--- src/sv/sif_pkg.sv ---
// Shared types and constants for the segment intersection fraction core.
// No dependencies; every other file refers to this package by scoped names.
`timescale 1ns / 1ps
`default_nettype none

package sif_pkg;

	// Coordinate and intermediate widths, fixed by the 16-bit Q12.4 input fields
	localparam int COORD_W = 16;
	localparam int DIFF_W  = COORD_W + 1;   // b-a, d-c, c-a
	localparam int PROD_W  = 2 * DIFF_W;    // one cross-product term
	localparam int SUM_W   = PROD_W + 1;    // determinant / numerator
	localparam int MAG_W   = SUM_W - 1;     // magnitude of a sum
	localparam int FRAC_W  = 17;            // width of the fraction field

	localparam int FRAC_BITS_DEF = 16;

	// Control bundle handed from stage to stage and from cell to cell
	typedef struct packed {
		logic valid;
		logic parallel;
		logic sat;
	} sif_ctl_t;

endpackage

`default_nettype wire

--- src/sv/sif_div_cell.sv ---
// One cell of the restoring divider chain: one quotient bit per cell.
// Remainder, divisor, partial quotient and control advance to the next cell; uses sif_pkg.
`timescale 1ns / 1ps
`default_nettype none

module sif_div_cell #(
	parameter int QW = sif_pkg::FRAC_BITS_DEF
) (
	input  wire logic                         clk,
	input  wire logic                         arst_n,
	input  wire logic                         en,
	input  wire sif_pkg::sif_ctl_t            ctl_i,
	input  wire logic [sif_pkg::MAG_W-1:0]    rem_i,
	input  wire logic [sif_pkg::MAG_W-1:0]    div_i,
	input  wire logic [QW-1:0]                quo_i,
	output sif_pkg::sif_ctl_t                 ctl_o,
	output logic [sif_pkg::MAG_W-1:0]         rem_o,
	output logic [sif_pkg::MAG_W-1:0]         div_o,
	output logic [QW-1:0]                     quo_o
);

	logic [sif_pkg::MAG_W:0] trial;
	logic [sif_pkg::MAG_W:0] diff;
	logic                    ge;
	logic                    valid_q;
	logic                    parallel_q;
	logic                    sat_q;

	// Shift the partial remainder and try subtracting the divisor
	assign trial = {rem_i, 1'b0};
	assign diff  = trial - {1'b0, div_i};
	assign ge    = (trial >= {1'b0, div_i});

	always_ff @(posedge clk or negedge arst_n) begin
		if (!arst_n) begin
			valid_q <= 1'b0;
		end else if (en) begin
			valid_q <= ctl_i.valid;
		end
	end

	always_ff @(posedge clk) begin
		if (en) begin
			parallel_q <= ctl_i.parallel;
			sat_q      <= ctl_i.sat;
			rem_o      <= ge ? diff[sif_pkg::MAG_W-1:0] : trial[sif_pkg::MAG_W-1:0];
			div_o      <= div_i;
			quo_o      <= {quo_i[QW-2:0], ge};
		end
	end

	assign ctl_o = {valid_q, parallel_q, sat_q};

endmodule

`default_nettype wire

--- config.mk ---
export PLATFORM = sky130hd
export DESIGN_NAME = sif_div_cell
export DESIGN_NICKNAME = d
export VERILOG_FILES = /design/src/sv/sif_pkg.sv /design/src/sv/sif_div_cell.sv
export SDC_FILE = /design/constraint.sdc
export NUM_CORES = 1
export LEC_CHECK = 0
export BUFFER_PORTS_ARGS = -buffer_cell sky130_fd_sc_hd__buf_2
export CAP_MARGIN = 20
export CORE_UTILIZATION = 40
export CTS_BUF_LIST = sky130_fd_sc_hd__clkbuf_8 sky130_fd_sc_hd__clkbuf_16
export CTS_CLUSTER_SIZE = 10
export DETAILED_ROUTE_END_ITERATION = 6
export PLACE_DENSITY_LB_ADDON = 0.15
export SYNTH_ARGS = -nofsm -noshare
export SYNTH_HDL_FRONTEND = slang
export SYNTH_SLANG_ARGS = --single-unit
--- constraint.sdc ---
create_clock -name clk -period 1 [get_ports clk]
set_clock_uncertainty 0.15 [all_clocks]
set_input_delay 0.15 -clock clk [delete_from_list [all_inputs] [get_ports clk]]
set_output_delay 0.15 -clock clk [all_outputs]
set_load 0.01 [all_outputs]
# Word-level counts from Yosys, hierarchy flattened
# Index checks and enable logic that the tools add are counted.
# totals
reg_bits,87
elab_cells,10
# classes
add_sub_neg,1
n_lt_le_gt_ge,1
mux,1
# ops
operator,n
35-bit by 34-bit >= comparator with 1-bit output,1
34-bit 2-to-1 mux,1
34-bit subtractor,1

# Longest topological paths before layout
# Gate-level depths: netlist of run 1.
# logic_depth
ltp_word,2
ltp_mapped,14
mapped_depth_nobuf,11

# Least setup slack after synthesis of run 1
# No wires, ideal clock.
# synth_timing
kind,input to register
from,input div_i[0] (netlist bit)
to,register rem_o[32] (netlist bit) (data pin)
setup_time_ps,260
t_arrival_ps,2615
slack_ps,-2026
path_stages,10
cell_sequence,inv_1 fa_1 a21o_1 a221oi_4 a211oi_2 a311o_2 a21oi_1 nor3_1 or3b_1 mux2_4
# synth_between
elab_chain_len,2
elab_cells_between_ends,3
cone_classes,add/sub: 1; order compare: 1; mux: 1
# synth_rtl
item,line,rtl
from (decl),sif_div_cell.sv:14,"input wire logic [sif_pkg::MAG_W-1:0] div_i,"
34-bit subtractor or 35-bit by 34-bit >= comparator with 1-bit output (tied branches),"sif_div_cell.sv:31, sif_div_cell.sv:32",
34-bit 2-to-1 mux (*),sif_div_cell.sv:46,rem_o <= ge ? diff[sif_pkg::MAG_W-1:0] : trial[sif_pkg::MAG_W-1:0];
to (signal assigned),sif_div_cell.sv:46,
to (decl),sif_div_cell.sv:17,"output logic [sif_pkg::MAG_W-1:0] rem_o,"
# Mark *: on every way between the ends. The rest lies on a longest branch, timed or not.
# A chain may end at the register's enable or synchronous reset.

# Worst setup path in the final report of run 1
# layout_timing
from,input div_i[1] (netlist bit)
to,register rem_o[21] (netlist bit) (data pin)
# Same word-level chain as after synthesis.

==> flow_metrics.py, run 1 <==
metrics = {
    "run_status": {
        "status": "finished, violations left",
        "violations": "negative hold slack, negative setup slack",
    },
    "synthesis": {
        "synthMuxAreaShare": 0.0744,
        "yosysSeqAreaShare": 0.509,
        "synth_cell_types": 68,
        "synth_top_family_by_area": "compound AO/OA/AOI/OAI gates",
        "ys.flop_type": "edfxtp_1",
        "syn_inst": 422,
        "synth_seq_cells": 87,
        "synth.avg_cell_area_um2": 12.1,
        "syn_area_mm2": 0.00513,
        "synth_xor_area_frac": 0.0461,
        "synth_most_common_cell": "edfxtp_1",
        "synth_enable_flop_cells": 86,
        "yosys.area.top_type": "edfxtp_1",
        "synth_top_area_share": 0.504,
        "synthArstFlopShare": 0.0115,
        "synth_area_leaders": "edfxtp_1, ha_1, mux2_2, a21oi_1, inv_1",
        "synth_common_cells": "edfxtp_1, inv_1, ha_1",
        "yosys.area_share.simple": 0.0820,
        "yosys_warnings": 0,
        "synth_compound_area_frac": 0.152,
        "synth.net_count": 547,
        "synthAdderAreaFrac": 0.0869,
    },
    "routing": {
        "viasPerCell": 4.92,
        "drtIter0Drc": 199,
        "ant_nets": 0,
        "vias": 4697,
        "drt_pre_antenna_iters": 4,
        "wl_per_cell_um": 15.5,
        "drc": 0,
        "drt_wl_total_mm": 14.8,
    },
    "clocking": {
        "cts-root-buf": "clkbuf_16",
        "cts_buffer_depth": 2,
        "postCtsHoldBufs": 54,
        "cts_tree": "yes",
        "numCtsBuffers": 9,
        "cts_sinks": 87,
        "cts.reportedPaths.clkPinSlew_ps": 60,
        "clk_latency_ps": 340,
        "cts.htree.levels": 3,
    },
    "worst_setup_path": {
        "rr_startpoint": "valid_q$_DFFE_PN0P_",
        "crit_type": "in -> reg",
        "ff2ff_path_depth": 1,
        "cpPeakStageDelay_ps": 290,
        "crit_chain": "buf_8 -> inv_4 -> buf_6 -> ha_4 -> nand2b_4 -> a21o_1 -> a21boi_4 -> a21oi_2 -> o21ba_4 -> o22a_4 -> o21a_4 -> inv_8 -> buf_12 -> buf_12 -> mux2_4",
        "critPathTopFamily": "compound AO/OA/AOI/OAI gates",
        "cp_max_fo": 5,
        "crit_end": "rem_o[21]$_DFFE_PP_",
        "critical_path.startpoint": "div_i[1]",
        "crit_path_start_kind": "input pin",
        "rrSetupSlack_ps": 100,
        "cpMostUsedCell": "buf_12",
        "crit_buf_inv": 6,
        "endpoint_kind": "flop",
        "r2r-end": "valid_q$_DFFE_PN0P_",
        "worstPathArrival_ps": 2510,
        "slowest_stage": "mux2_4",
        "cp.required_ps": 950,
        "cp.depth": 15,
    },
    "flow_run": {
        "maxCapViolCount": 0,
    },
    "place": {
        "place_hpwl_mm": 10.1,
        "place_congestion": 0.847,
        "dp_cells": 863,
        "dpl-instance-area_mm2": 0.00714,
        "port_buffers": 175,
    },
    "floorplanning": {
        "rows": 40,
        "fp.dieH_um": 115,
        "dieArea_mm2": 0.0133,
        "initial_core_util": 0.418,
        "core_mm2": 0.0123,
        "die_w_um": 115,
        "io_pins": 177,
    },
    "sta": {
        "worst_slack_ps": -1560,
        "tightest_slew_ps": 415,
        "finalHoldViolations": 15,
        "relSlewSlack": 0.723,
        "finalSetupViolCount": 122,
        "hold_slack_ps": -41.4,
        "max_freq_mhz": 391,
        "final.min_clock_period_ps": 2560,
        "finalCritPeriodShare": 2.56,
        "rsz0062_at_grt": "yes",
        "drv_slew": 0,
    },
    "finish": {
        "syn_to_final_growth_pct": 70.8,
        "diodes": 0,
        "drive_gt1_frac": 0.556,
        "multi_input_area_mm2": 0.00276,
        "nNetsFinal": 906,
        "fillers": 904,
        "finish.instance_area_mm2": 0.00875,
        "final-seq-area_mm2": 0.00261,
        "fin_cells": 954,
    },
    "grt": {
        "grt_pass1_wl_mm": 23.0,
        "grt-ovfl-total": 0,
        "antenna_found_initial": 0,
        "grt_max_degree": 45,
        "grt_pass1_vias": 4866,
        "grt_usage": 0.225,
    },
    "power_and_ir_drop": {
        "powerDensity_mw_per_mm2": 1420,
        "leakagePower_nw": 3.98,
        "power_w": 0.0124,
        "vdd_ir_drop_max_mv": 0.825,
    },
    "hold_path": {
        "hold_path.class": "in -> reg",
    },
}
## power breakdown
part	internal (W)	switching, W
sequential	0.00451	0.000100
clock	0.00222	0.00150
combinational	0.00227	0.00183
total	0.00901	0.00343
## kinds of logic after synthesis
family          count (synthesis)
fa+ha+maj                      35
mux                            31
flops                          87
buf+inv                        57
simple gates                   75
compound gates                110
xor+xnor                       27
## final cells by class
| type | instances | share of cell area |
|---|---|---|
| well taps | 168 | 0.0240 |
| clock buffers | 9 | 0.0257 |
| inverters | 41 | 0.0196 |
| clock inverters | 7 | 0.0117 |
| flip-flops and latches | 87 | 0.298 |
| multi-input cells | 278 | 0.315 |
| repair buffers | 364 | 0.306 |
## stage by stage
| step | setup TNS, ps | utilization | setup slack (ps) |
|---|---|---|---|
| floorplan | -58480 | - | -1810 |
| global placement | -66300 | 0.582 | -2020 |
| detailed placement | -69540 | 0.582 | -2070 |
| CTS | -65890 | 0.704 | -1620 |
| global route | -69590 | 0.714 | -1630 |
| finish | -64700 | 0.714 | -1560 |
## layout by cell type, fill, tap and decap left out, drive strengths merged, types with 4 or more instances in the layout
cell and instances:
o21bai 4, o211ai 5, a21o 18, o21a 4
nand2 16, nand2b 4, xnor2 15, o21ai 20
dlygate4sd3 54, mux2 30, edfxtp 86, xor2 12
buf 310, clkbuf 9, ha 34, inv 44
nand4 10, nor3 8, a21oi 33, and3 4
nor2 12
## per-layer routing
layer	GRT usage	vias to the layer above	share of wire
met5	0	-	0
met3	0.0311	21	0.035
li1	-	2302	-
met2	0.389	130	0.51
met1	0.276	2244	0.43
met4	0.111	0	0.023
## how the worst min path moves through the flow
stage / from / to / slack (ps) / depth (start not counted)
after detailed placement: arst_n / valid_q$_DFFE_PN0P_ / -220 / 1
after global placement: arst_n / valid_q$_DFFE_PN0P_ / -230 / 1
after floorplan: arst_n / valid_q$_DFFE_PN0P_ / -300 / 0
after CTS: rem_i[29] / rem_o[30]$_DFFE_PP_ / -50 / 2
final: rem_i[29] / rem_o[30]$_DFFE_PP_ / -40 / 2
after global routing: rem_i[29] / rem_o[30]$_DFFE_PP_ / -40 / 2
## registers in the layout, summed over array words and instances (netlist names)
name,cells
quo_o,16
valid_q,1
div_o,34
parallel_q,1
rem_o,34
sat_q,1
## what timing repair did
action / CTS / global route
buffers inserted: 15 / 10
gates cloned: 2 / 0
resized for setup: 99 / 33
endpoints found under the hold margin: 70 / 13
setup endpoints to repair: 122 / 122
pin swaps: 28 / 29
No activity file was read; power rests on OpenSTA's default activity.
==> run 2: changes to the inputs <==
- BUFFER_PORTS_ARGS: -buffer_cell sky130_fd_sc_hd__buf_2 -> not set
- DONT_BUFFER_PORTS: not set -> 1
==> flow_metrics.py, run 2 (synthesized netlist as in run 1, its figures left out) <==
metrics = {
    "run_status": {
        "status": "finished, violations left",
        "violations": "negative hold slack, negative setup slack",
    },
    "clocking": {
        "clk_latency_ps": 340,
        "cts_sinks": 87,
        "cts_tree": "yes",
        "cts_buffer_depth": 2,
        "cts-root-buf": "clkbuf_16",
        "cts.htree.levels": 3,
        "cts.reportedPaths.clkPinSlew_ps": 60,
        "numCtsBuffers": 9,
    },
    "power_and_ir_drop": {
        "powerDensity_mw_per_mm2": 1460,
        "clockPowerShare": 0.298,
        "power_w": 0.0116,
        "switching_share": 0.272,
        "leakagePower_nw": 3.29,
        "internal_power_w": 0.00844,
        "p_seq_frac": 0.423,
        "vdd_ir_drop_max_mv": 0.741,
        "p_sw_w": 0.00315,
        "p_comb_frac": 0.280,
    },
    "worst_setup_path": {
        "cp.required_ps": 950,
        "crit_path_start_kind": "input pin",
        "cp.depth": 11,
        "slowest_stage": "fa_2",
        "crit_buf_inv": 2,
        "critPathTopFamily": "compound AO/OA/AOI/OAI gates",
        "worstPathArrival_ps": 2480,
        "endpoint_kind": "flop",
        "cpPeakStageDelay_ps": 360,
        "ff2ff_path_depth": 1,
        "crit_chain": "inv_1 -> fa_2 -> a21o_1 -> a221oi_4 -> buf_4 -> o21ai_2 -> a31o_4 -> a41o_1 -> a2111oi_4 -> nor3_2 -> mux2_4",
        "crit_type": "in -> reg",
        "cp_max_fo": 3,
    },
    "grt": {
        "grt_pass1_wl_mm": 20.9,
        "grt_usage": 0.210,
        "antenna_found_initial": 0,
        "grt-ovfl-total": 0,
        "grt_max_degree": 88,
        "grt_pass1_vias": 4117,
    },
    "sta": {
        "tightest_slew_ps": 366,
        "setup_tns_ps": -55370,
        "finalHoldViolations": 102,
        "relSlewSlack": 0.753,
        "finalCritPeriodShare": 2.53,
        "finalSetupViolCount": 122,
        "max_freq_mhz": 396,
        "hold_slack_ps": -233,
        "drv_slew": 0,
        "final.min_clock_period_ps": 2530,
        "worst_slack_ps": -1530,
        "rsz0062_at_grt": "yes",
    },
    "finish": {
        "drive_gt1_frac": 0.413,
        "syn_to_final_growth_pct": 55.0,
        "fillers": 919,
        "top_regs": "div_o (34), rem_o (34), quo_o (16)",
        "diodes": 0,
        "fin_cells": 793,
        "nNetsFinal": 745,
        "layout_common_cells": "buf_4, edfxtp_1, dlygate4sd3_1",
        "mostFrequentLayoutCell": "buf_4",
    },
    "routing": {
        "vias": 4022,
        "wl_per_cell_um": 17.3,
        "ant_nets": 0,
        "viasPerCell": 5.07,
        "drt_pre_antenna_iters": 4,
        "drc": 0,
        "drt_wl_total_mm": 13.7,
        "drtIter0Drc": 163,
    },
    "place": {
        "place_hpwl_mm": 9.06,
        "port_buffers": 0,
        "place_congestion": 0.849,
        "post-place-ws_ps": -1930,
        "dp_cells": 687,
    },
    "floorplanning": {
        "rows": 40,
        "dieArea_mm2": 0.0133,
        "die_w_um": 115,
        "core_mm2": 0.0123,
        "fp.dieH_um": 115,
        "io_pins": 177,
        "initial_core_util": 0.418,
    },
    "hold_path": {
        "hold_path.class": "in -> reg",
        "holdPathStages": 0,
    },
    "flow_run": {
        "maxCapViolCount": 0,
    },
}
-- run 2: changes by cell type in the layout (fill, tap and decap cells not counted), sizes merged --
cell and change:
clkinv +1, buf -179, dlygate4sd3 +18, bufinv -1
-- run 2: final cells by class --
| class | instances | area [um^2] | share of cell area |
|---|---|---|---|
| Clock inverter | 7 | 77.6 | 0.00976 |
| Sequential cell | 87 | 2610 | 0.328 |
| Tap cell | 168 | 210 | 0.0265 |
| Clock buffer | 9 | 225 | 0.0283 |
| Timing Repair Buffer | 203 | 1810 | 0.228 |
| Inverter | 41 | 199 | 0.0250 |
| Multi-Input combinational cell | 278 | 2820 | 0.355 |
-- run 2: stage by stage --
stage,utilization,area (um^2),hold slack (ps)
5_1_grt,0.648,7950,-246
2_1_floorplan,-,5240,-296
6_report,0.648,7950,-233
3_3_place_gp,0.507,6220,-296
4_1_cts,0.626,7670,-242
3_5_place_dp,0.507,6220,-296
-- run 2: metal layers --
layer,global-route usage,share of wire,vias to the layer above
met5,0,0,-
met4,0.0900,0.025,0
met3,0.0501,0.052,22
met2,0.360,0.49,124
met1,0.250,0.43,1903
li1,-,-,1973
-- run 2: power by group through the flow --
stage / Combinational [W] / Clock (W) / Sequential (W)
2_1_floorplan: 0.00156 / 0 / 0.00491
3_3_place_gp: 0.00237 / 0 / 0.00499
3_5_place_dp: 0.00240 / 0 / 0.00498
4_1_cts: 0.00304 / 0.00351 / 0.00491
5_1_grt: 0.00353 / 0.00364 / 0.00494
6_report: 0.00324 / 0.00345 / 0.00490
-- run 2: final timing paths --
kind,start,end,slack (ps)
max,div_i[1],rem_o[26]$_DFFE_PP_,-1530
min,en,div_o[18]$_DFFE_PP_,-230
max reg2reg,valid_q$_DFFE_PN0P_,valid_q$_DFFE_PN0P_,90
min reg2reg,valid_q$_DFFE_PN0P_,valid_q$_DFFE_PN0P_,390
max in group asynchronous,arst_n,valid_q$_DFFE_PN0P_,200
min in group asynchronous,arst_n,valid_q$_DFFE_PN0P_,400
-- run 2: what timing repair did --
item | CTS | global route
endpoints found under the hold margin | 172 | 104
hold buffers | 70 | 2
pin swaps | 15 | 28
endpoints found under the setup margin | 122 | 122
setup buffers | 7 | 13
gates resized for setup | 66 | 52
gates cloned | 2 | 0
